==> config.mk <==
export PLATFORM = sky130hd
export DESIGN_NAME = relay_switch_override_controller_unit
export DESIGN_NICKNAME = d
export VERILOG_FILES = /design/src/hdl/rso_pkg.sv /design/src/hdl/rso_step.sv /design/src/hdl/relay_switch_override_controller_unit.sv
export VERILOG_INCLUDE_DIRS = /design/src /design/src/hdl
export SDC_FILE = /design/constraint.sdc
export NUM_CORES = 1
export LEC_CHECK = 0
export ABC_AREA = 1
export BUFFER_PORTS_ARGS = -buffer_cell sky130_fd_sc_hd__buf_4
export CAP_MARGIN = 0
export CORE_ASPECT_RATIO = 0.75
export CORE_MARGIN = 5
export CORE_UTILIZATION = 54
export CTS_CLUSTER_SIZE = 25
export DETAILED_ROUTE_END_ITERATION = 8
export GPL_TIMING_DRIVEN = 0
export PLACE_DENSITY = 0.73
export SYNTH_ARGS = -nofsm -noshare
export SYNTH_HDL_FRONTEND = slang
export SYNTH_HIERARCHICAL = 1
export SYNTH_SLANG_ARGS = --single-unit
==> constraint.sdc <==
create_clock -name clk_i -period 2 [get_ports clk_i]
set_input_delay 0.1 -clock clk_i [delete_from_list [all_inputs] [get_ports clk_i]]
set_output_delay 0.1 -clock clk_i [all_outputs]
set_load 0.02 [all_outputs]
==> src/hdl/assert_macros.svh <==
// Concurrent check helpers, sampled on clk_i and idle during reset.
`ifndef ASSERT_MACROS_SVH
`define ASSERT_MACROS_SVH

// Property must hold at every clock edge outside reset.
`define ASSERT_CLK(label, prop, msg) \
  label: assert property (@(posedge clk_i) disable iff (!rst_ni) prop) else $error(msg);

// Expression must never be true outside reset.
`define ASSERT_NEVER(label, expr, msg) \
  label: assert property (@(posedge clk_i) disable iff (!rst_ni) !(expr)) else $error(msg);

`endif

==> src/hdl/rso_pkg.sv <==
package rso_pkg;

  localparam int unsigned DebounceW = 16;
  localparam int unsigned CfgDataW  = 16;

  localparam logic [DebounceW-1:0] DebounceReset = DebounceW'(20);
  localparam logic [1:0]           FlipLimit     = 2'd2;
  localparam logic [1:0]           FlipMax       = 2'd3;

  localparam logic CFG_DEBOUNCE   = 1'b0;
  localparam logic CFG_ACTIVE_LOW = 1'b1;

  typedef enum logic [1:0] {
    CMD_TICK   = 2'd0,
    CMD_MODE   = 2'd1,
    CMD_ENABLE = 2'd2
  } cmd_e;

  typedef enum logic [1:0] {
    MODE_AUTO = 2'd0,
    MODE_ON   = 2'd1,
    MODE_OFF  = 2'd2
  } mode_e;

  typedef struct packed {
    logic                 enabled;
    mode_e                mode;
    logic                 last_switch;
    logic                 last_light;
    logic [DebounceW-1:0] stable_ticks;
    logic                 settle_pending;
    logic [1:0]           flip_count;
    logic                 device_on;
    logic                 bypass_on;
  } state_t;

  typedef struct packed {
    logic  device_relay;
    logic  bypass_relay;
    mode_e mode_now;
    logic  module_enabled;
    logic  notify;
  } result_t;

endpackage

==> src/hdl/rso_step.sv <==
module rso_step (
  input  rso_pkg::state_t                 state_i,
  input  logic [1:0]                      command_i,
  input  logic                            switch_level_i,
  input  logic [1:0]                      new_mode_i,
  input  logic                            new_enable_i,
  input  logic [rso_pkg::DebounceW-1:0]   debounce_ticks_i,
  input  logic                            switch_active_low_i,
  output rso_pkg::state_t                 state_o,
  output rso_pkg::result_t                result_o
);
  import rso_pkg::*;

  logic sw;
  logic pulse;

  assign sw = switch_level_i ^ switch_active_low_i;

  always_comb begin
    state_o = state_i;
    pulse   = 1'b0;
    case (command_i)
      CMD_TICK: begin
        if (state_i.enabled) begin
          if (state_i.flip_count >= FlipLimit) begin
            state_o.mode       = MODE_AUTO;
            state_o.last_light = state_i.device_on;
            if (sw != state_i.device_on) begin
              state_o.last_switch = ~sw;
            end
            state_o.flip_count = 2'd0;
          end else if (state_i.mode == MODE_ON && !state_i.last_light) begin
            state_o.device_on  = 1'b1;
            state_o.last_light = 1'b1;
          end else if (state_i.mode == MODE_OFF && state_i.last_light) begin
            state_o.device_on  = 1'b0;
            state_o.last_light = 1'b0;
          end

          if (state_o.last_switch != sw) begin
            state_o.last_switch    = sw;
            state_o.stable_ticks   = '0;
            state_o.settle_pending = 1'b1;
          end else if (state_o.settle_pending) begin
            if (state_o.stable_ticks >= debounce_ticks_i) begin
              state_o.settle_pending = 1'b0;
              state_o.stable_ticks   = '0;
              if (sw != state_o.last_light) begin
                if (state_o.mode != MODE_AUTO) begin
                  if (state_o.flip_count != FlipMax) begin
                    state_o.flip_count = state_o.flip_count + 2'd1;
                  end
                end else begin
                  state_o.device_on  = sw;
                  state_o.last_light = sw;
                  state_o.flip_count = 2'd0;
                  pulse              = 1'b1;
                end
              end
            end else begin
              state_o.stable_ticks = state_o.stable_ticks + DebounceW'(1);
            end
          end
        end
      end
      CMD_MODE: begin
        if (new_mode_i != state_i.mode && new_mode_i inside {MODE_AUTO, MODE_ON, MODE_OFF}) begin
          if (new_mode_i == MODE_AUTO) begin
            state_o.mode       = MODE_AUTO;
            state_o.last_light = state_i.device_on;
            if (sw != state_i.device_on) begin
              state_o.last_switch = ~sw;
            end
          end else begin
            state_o.mode       = mode_e'(new_mode_i);
            state_o.last_light = state_i.device_on;
          end
        end
      end
      CMD_ENABLE: begin
        if (new_enable_i && !state_i.enabled) begin
          state_o.bypass_on = 1'b1;
          case (state_i.mode)
            MODE_AUTO: state_o.device_on = sw;
            MODE_ON:   state_o.device_on = 1'b1;
            default:   state_o.device_on = 1'b0;
          endcase
          state_o.enabled = 1'b1;
        end else if (!new_enable_i && state_i.enabled) begin
          state_o.device_on = 1'b0;
          state_o.bypass_on = 1'b0;
          state_o.enabled   = 1'b0;
        end
      end
      default: ;
    endcase
  end

  always_comb begin
    result_o.device_relay   = state_o.device_on;
    result_o.bypass_relay   = state_o.bypass_on;
    result_o.mode_now       = state_o.mode;
    result_o.module_enabled = state_o.enabled;
    result_o.notify         = pulse;
  end

endmodule

==> src/hdl/relay_switch_override_controller_unit.sv <==
// Channel | Direction | Handshake             | Payload
// in      | input     | in_valid_i/in_ready_o   | command, switch_level, new_mode, new_enable
// out     | output    | out_valid_o/out_ready_i | device/bypass relay, mode_now, enabled, notify
// cfg     | input     | cfg_valid_i/cfg_ready_o | cfg_index_i, cfg_data_i
//
// One item per cycle while the result register is not stalled; an accepted item passes
// through the input register, then the result register, with the tick/command update between them.
// Reset: module on, auto mode, bypass relay on, debounce 20 ticks, active-high switch.
// A stalled result register holds; the input register takes an item while it is empty,
// or while the result register is free or being emptied in the same cycle.
`include "assert_macros.svh"

module relay_switch_override_controller_unit (
  input  logic                          clk_i,
  input  logic                          rst_ni,
  input  logic                          in_valid_i,
  output logic                          in_ready_o,
  input  logic [1:0]                    command_i,
  input  logic                          switch_level_i,
  input  logic [1:0]                    new_mode_i,
  input  logic                          new_enable_i,
  output logic                          out_valid_o,
  input  logic                          out_ready_i,
  output logic                          device_relay_o,
  output logic                          bypass_relay_o,
  output logic [1:0]                    mode_now_o,
  output logic                          module_enabled_o,
  output logic                          notify_o,
  input  logic                          cfg_valid_i,
  output logic                          cfg_ready_o,
  input  logic                          cfg_index_i,
  input  logic [rso_pkg::CfgDataW-1:0]  cfg_data_i
);
  import rso_pkg::*;

  logic                 in_valid_q;
  logic [1:0]           command_q;
  logic                 switch_level_q;
  logic [1:0]           new_mode_q;
  logic                 new_enable_q;
  logic                 out_valid_q;
  result_t              result_q;
  result_t              result_d;
  state_t               state_q;
  state_t               state_d;
  logic [DebounceW-1:0] debounce_ticks_q;
  logic                 switch_active_low_q;
  logic                 advance;

  assign advance     = in_valid_q && (!out_valid_q || out_ready_i);
  assign in_ready_o  = !in_valid_q || advance;
  assign cfg_ready_o = 1'b1;

  rso_step u_step (
    .state_i            (state_q),
    .command_i          (command_q),
    .switch_level_i     (switch_level_q),
    .new_mode_i         (new_mode_q),
    .new_enable_i       (new_enable_q),
    .debounce_ticks_i   (debounce_ticks_q),
    .switch_active_low_i(switch_active_low_q),
    .state_o            (state_d),
    .result_o           (result_d)
  );

  always_ff @(posedge clk_i or negedge rst_ni) begin
    if (!rst_ni) begin
      in_valid_q <= 1'b0;
    end else if (in_ready_o) begin
      in_valid_q <= in_valid_i;
    end
  end

  always_ff @(posedge clk_i) begin
    if (in_valid_i && in_ready_o) begin
      command_q      <= command_i;
      switch_level_q <= switch_level_i;
      new_mode_q     <= new_mode_i;
      new_enable_q   <= new_enable_i;
    end
  end

  always_ff @(posedge clk_i or negedge rst_ni) begin
    if (!rst_ni) begin
      out_valid_q <= 1'b0;
    end else if (advance) begin
      out_valid_q <= 1'b1;
    end else if (out_ready_i) begin
      out_valid_q <= 1'b0;
    end
  end

  always_ff @(posedge clk_i) begin
    if (advance) begin
      result_q <= result_d;
    end
  end

  always_ff @(posedge clk_i or negedge rst_ni) begin
    if (!rst_ni) begin
      state_q.enabled        <= 1'b1;
      state_q.mode           <= MODE_AUTO;
      state_q.last_switch    <= 1'b0;
      state_q.last_light     <= 1'b0;
      state_q.stable_ticks   <= '0;
      state_q.settle_pending <= 1'b0;
      state_q.flip_count     <= 2'd0;
      state_q.device_on      <= 1'b0;
      state_q.bypass_on      <= 1'b1;
    end else if (advance) begin
      state_q <= state_d;
    end
  end

  always_ff @(posedge clk_i or negedge rst_ni) begin
    if (!rst_ni) begin
      debounce_ticks_q    <= DebounceReset;
      switch_active_low_q <= 1'b0;
    end else if (cfg_valid_i && cfg_ready_o) begin
      case (cfg_index_i)
        CFG_DEBOUNCE:   debounce_ticks_q    <= cfg_data_i[DebounceW-1:0];
        CFG_ACTIVE_LOW: switch_active_low_q <= cfg_data_i[0];
        default: ;
      endcase
    end
  end

  assign out_valid_o      = out_valid_q;
  assign device_relay_o   = result_q.device_relay;
  assign bypass_relay_o   = result_q.bypass_relay;
  assign mode_now_o       = result_q.mode_now;
  assign module_enabled_o = result_q.module_enabled;
  assign notify_o         = result_q.notify;

  `ASSERT_CLK(a_notify_auto,
              out_valid_q && result_q.notify |->
                result_q.mode_now == MODE_AUTO && result_q.module_enabled,
              "notify outside auto mode")
  `ASSERT_CLK(a_off_relays,
              out_valid_q && !result_q.module_enabled |->
                !result_q.device_relay && !result_q.bypass_relay,
              "relay driven while module off")
  `ASSERT_NEVER(a_flip_bound, state_q.flip_count == FlipMax, "flip count passed return limit")
  `ASSERT_CLK(a_advance, in_valid_q && !out_valid_q |=> out_valid_q,
              "item not moved to result register")

endmodule

==> results.md <==
- The flow ran to the end, but the final reports show violations.
- The checks that failed: setup timing.
- In the post-route analysis, the smallest setup slack over all paths is -0.08546 ns.
- The worst hold margin is 0.02714 ns.
- In this run the remaining antenna-violating nets after routing total 0.
- Across the run, the number of max-cap violations was 0.
- Yosys printed 6 warnings.
- The net count of the finished layout is 617.
- The path class of the tightest hold or removal check is in -> reg.
- The total wire length is 9481 um.
- The number of instances in the synthesized netlist is 487.
- Of the total power, the clock network draws 23.3%.
- The most used flip-flop cell after synthesis is dfrtp_1.
- Averaged over all synthesized cells, the footprint is 7.728 sq um.
- In the routed design, unresolved DRC markers number 0.
- The post-synthesis async set-or-reset flop share is 78.95%.
- After clock tree synthesis, the clock-pin slew on the worst setup and hold paths is 0.06 ns.
- The H-tree was split into 3 levels.
- Setup repair after global routing could not meet its margin everywhere.
- The cell internal power dissipation is 2.378 mW.
- The total global routing track utilization is 22.44%.
- For the final routed database, the setup TNS stands at -0.4670 ns.
- The startpoint kind of the worst setup timing path is a flip-flop.
- The area share of the leading cell type in the synthesized netlist is 27.26%.
- The completed layout was analyzed and its total power is 3.880 mW.
- The number of antenna violations at the first check in global routing is 0.
- In this run the power density over the cells is 803.9 nW/um^2.
- The first detailed-routing pass ran for 5 iterations.
- For this configuration, the core starts out at a cell density of 55.36%.
- The floorplan step defined a core boundary enclosing 6799 sq um.
- The total leakage power is 2.406 nW.
- The placed cell count is 605.
- The wire-length estimate of the detail-placed layout is 6485 um.
- With fillers left out, the area of the finished cells amounts to 4826 sq um.
- The final routed wire length divided by cell count is 14.34 um.
- The via count of the first global-routing pass is 3218.
- The number of pins exceeding their max-slew limit in the final report is 0.
- Sorting the synthesized cells by area gives the leading types as dfrtp_1, nand2_1, edfxtp_1.
- The cell area that synthesis handed to floorplanning was 3764 sq um.
- Cells fill 70.98% of the core in the end.
- The initialized floorplan defines 26 standard-cell rows.
- The total CTS buffers is 9.
- The placement-stage worst setup slack is -0.2396 ns.
- Cells with a size suffix above 1 make up 28.08% of the layout.
- From bottom edge to top edge, the die measures 82.30 um.
- The register bit total from synthesis is 57.
- In this run switching power makes up 38.70% of total power.
- In this run the register-to-register setup slack is -0.09 ns.
- At the pin with the least slew margin, the transition time is 0.5954 ns.
- The placed standard-cell area is 4126 sq um.
- The library cell used as clock root buffer is clkbuf_8.
- Across the VDD grid, the largest voltage drop is 0.5780 mV.
- Yosys mapped a number of flops with a built-in enable equal to 12.
- The count of port buffers added during placement is 34.
- The full die area is 8757 sq um.
- The buffer levels on the longest clock path is 2.
- The count of inserted antenna diode cells is 0.
- In the routed layout, each cell is associated on average with a via count of 5.501.
- The number of hold-slack violations in the final timing report came to 0.
- After the flow finishes, the layout carries non-filler instances totaling 661.
- The post-synthesis sequential area ratio is 39.63%.
- The logic gate share of total power is 36.1%.
- After global routing the overflow that remains totals 0.
- The top cell type by total area after synthesis is dfrtp_1.
- The worst setup path is captured at a flip-flop.
- The placer's final routability congestion estimate is 0.8738.
- The final-report setup violation count is 13.
- For the final database, setup skew stands at 0.01110 ns.
- The area added between synthesis and finish is 28.22%.
- The first global-routing pass estimated 15240 um of wire.
- The critical-path maximum fanout is 7.
- The post-route minimum period is 2.085 ns.
- The commonest cells after synthesis are nand2_1, inv_1, nand3_1, dfrtp_1, a21oi_1.
- Across all layers, the routed design uses 3636 vias.
- The horizontal extent of the die is 106.4 um.
- At the later pin of the worst-skew pair, clock insertion delay measures 0.35 ns.
- The share of total power dissipated in sequential elements is 40.5%.
- In the post-synthesis netlist, the cell with the most instances is nand2_1.
- The number of different library cells used by synthesis comes to 40.
- The final worst-path cycle share is 104.3%.
- The maximum operating frequency is 479.5 MHz.
- The TritonCTS clock tree is built.
- The post-synthesis net count is 532.
- 37 I/O pins were placed.
- Entering global routing, the biggest net connects 46 pins.
- The worst endpoint required time is 2.10 ns.
- The switching power of the nets is 1.501 mW.
- The initial DRC count is 290.
- The headroom to the max-slew limit is 60.31%.
- The setup path with the least slack is of type reg -> reg.
- The sink count of the clock tree is 57.
- For the worst setup path, the data arrival time is 2.18 ns.
[worst paths after layout]
kind	start	to	cells after the start
worst max register to register	debounce_ticks_q[4]	notify_o	15
worst min-delay path	cfg_index_i	debounce_ticks_q[2]	4
min in group asynchronous	rst_ni	in_valid_q	2
worst min register to register	debounce_ticks_q[2]	debounce_ticks_q[2]	2
worst max-delay path	debounce_ticks_q[4]	notify_o	15
max in group asynchronous	rst_ni	state_q[5]	2
[per-layer routing]
metal | GRT usage [%] | vias up | share of wire (%)
met1 | 29.95 | 1689 | 44
li1 | - | 1769 | -
met2 | 35.27 | 150 | 46
met5 | 0 | - | 0
met3 | 6.216 | 28 | 7.5
met4 | 8.279 | 0 | 2.0
[logic make-up after synthesis]
| group | synth area share, % |
|---|---|
| fa+ha+maj | 5.651 |
| other cells | 0.09964 |
| xor+xnor | 1.829 |
| flops | 39.63 |
| buf+inv | 10.74 |
| simple gates | 31.02 |
| compound gates | 11.04 |
[cell type report]
| cell class | instances | area [sq um] |
|---|---|---|
| repair buffers | 75 | 636.9 |
| well taps | 84 | 105.1 |
| multi-input cells | 346 | 2022 |
| plain buffers | 21 | 163.9 |
| inverters | 62 | 240.2 |
| clock inverters | 4 | 20.02 |
| flip-flops and latches | 57 | 1503 |
| fillers | 523 | 1973 |
| clock buffers | 12 | 135.1 |
[timing repair]
| action | 4_1_cts | 5_1_grt |
|---|---|---|
| setup buffers | 1 | 17 |
| setup endpoints to repair | 19 | 22 |
| gates resized for setup | 15 | 33 |
| hold buffers | 23 | 0 |
| pin swaps | 15 | 25 |
| endpoints found under the hold margin | 63 | 0 |
[critical path: stages (launching register included)]
cell and delay [ns]:
dfstp_2 0.53, inv_2 0.05, ha_4 0.22, nand2_1 0.05, inv_1 0.03, nand2_1 0.07
nor2_1 0.05, nor2_1 0.12, nand2_2 0.08, nand2_2 0.08, nand2_4 0.11, nand2_8 0.13
inv_8 0.05, nand3_2 0.09, nor2_2 0.04, buf_4 0.13
[flip-flops by register name (all words and copies together), names as in the netlist, 2 cells and up]
signal	count
debounce_ticks_q	16
new_mode_q	2
command_q	2
mode_now_o	2
state_q	26
[cells in the final DEF, fill, tap and decap left out, types with 5 or more instances in the layout]
| master | count |
|---|---|
| a21oi_1 | 20 |
| buf_4 | 63 |
| buf_6 | 5 |
| clkbuf_8 | 9 |
| dfrtp_1 | 32 |
| dfrtp_2 | 9 |
| dlygate4sd3_1 | 23 |
| edfxtp_1 | 12 |
| ha_1 | 14 |
| inv_1 | 50 |
| inv_2 | 11 |
| nand2_1 | 147 |
| nand2_2 | 10 |
| nand3_1 | 47 |
| nand3_2 | 8 |
| nand4_1 | 8 |
| nor2_1 | 15 |
| nor2_2 | 6 |
| nor2_4 | 5 |
| o211ai_1 | 5 |
| o21ai_0 | 15 |
| o22ai_1 | 7 |
| xor2_1 | 5 |
[power groups by stage]
| stage | clock network (mW) | registers, mW | logic [mW] |
|---|---|---|---|
| final | 0.904 | 1.57 | 1.40 |
| after global routing | 0.991 | 1.60 | 1.53 |
| after CTS | 0.934 | 1.57 | 1.29 |
| after detailed placement | 0 | 1.59 | 1.24 |
| after global placement | 0 | 1.58 | 1.19 |
| after floorplan | 0 | 1.58 | 0.875 |
Power figures use the tool's default switching activity.
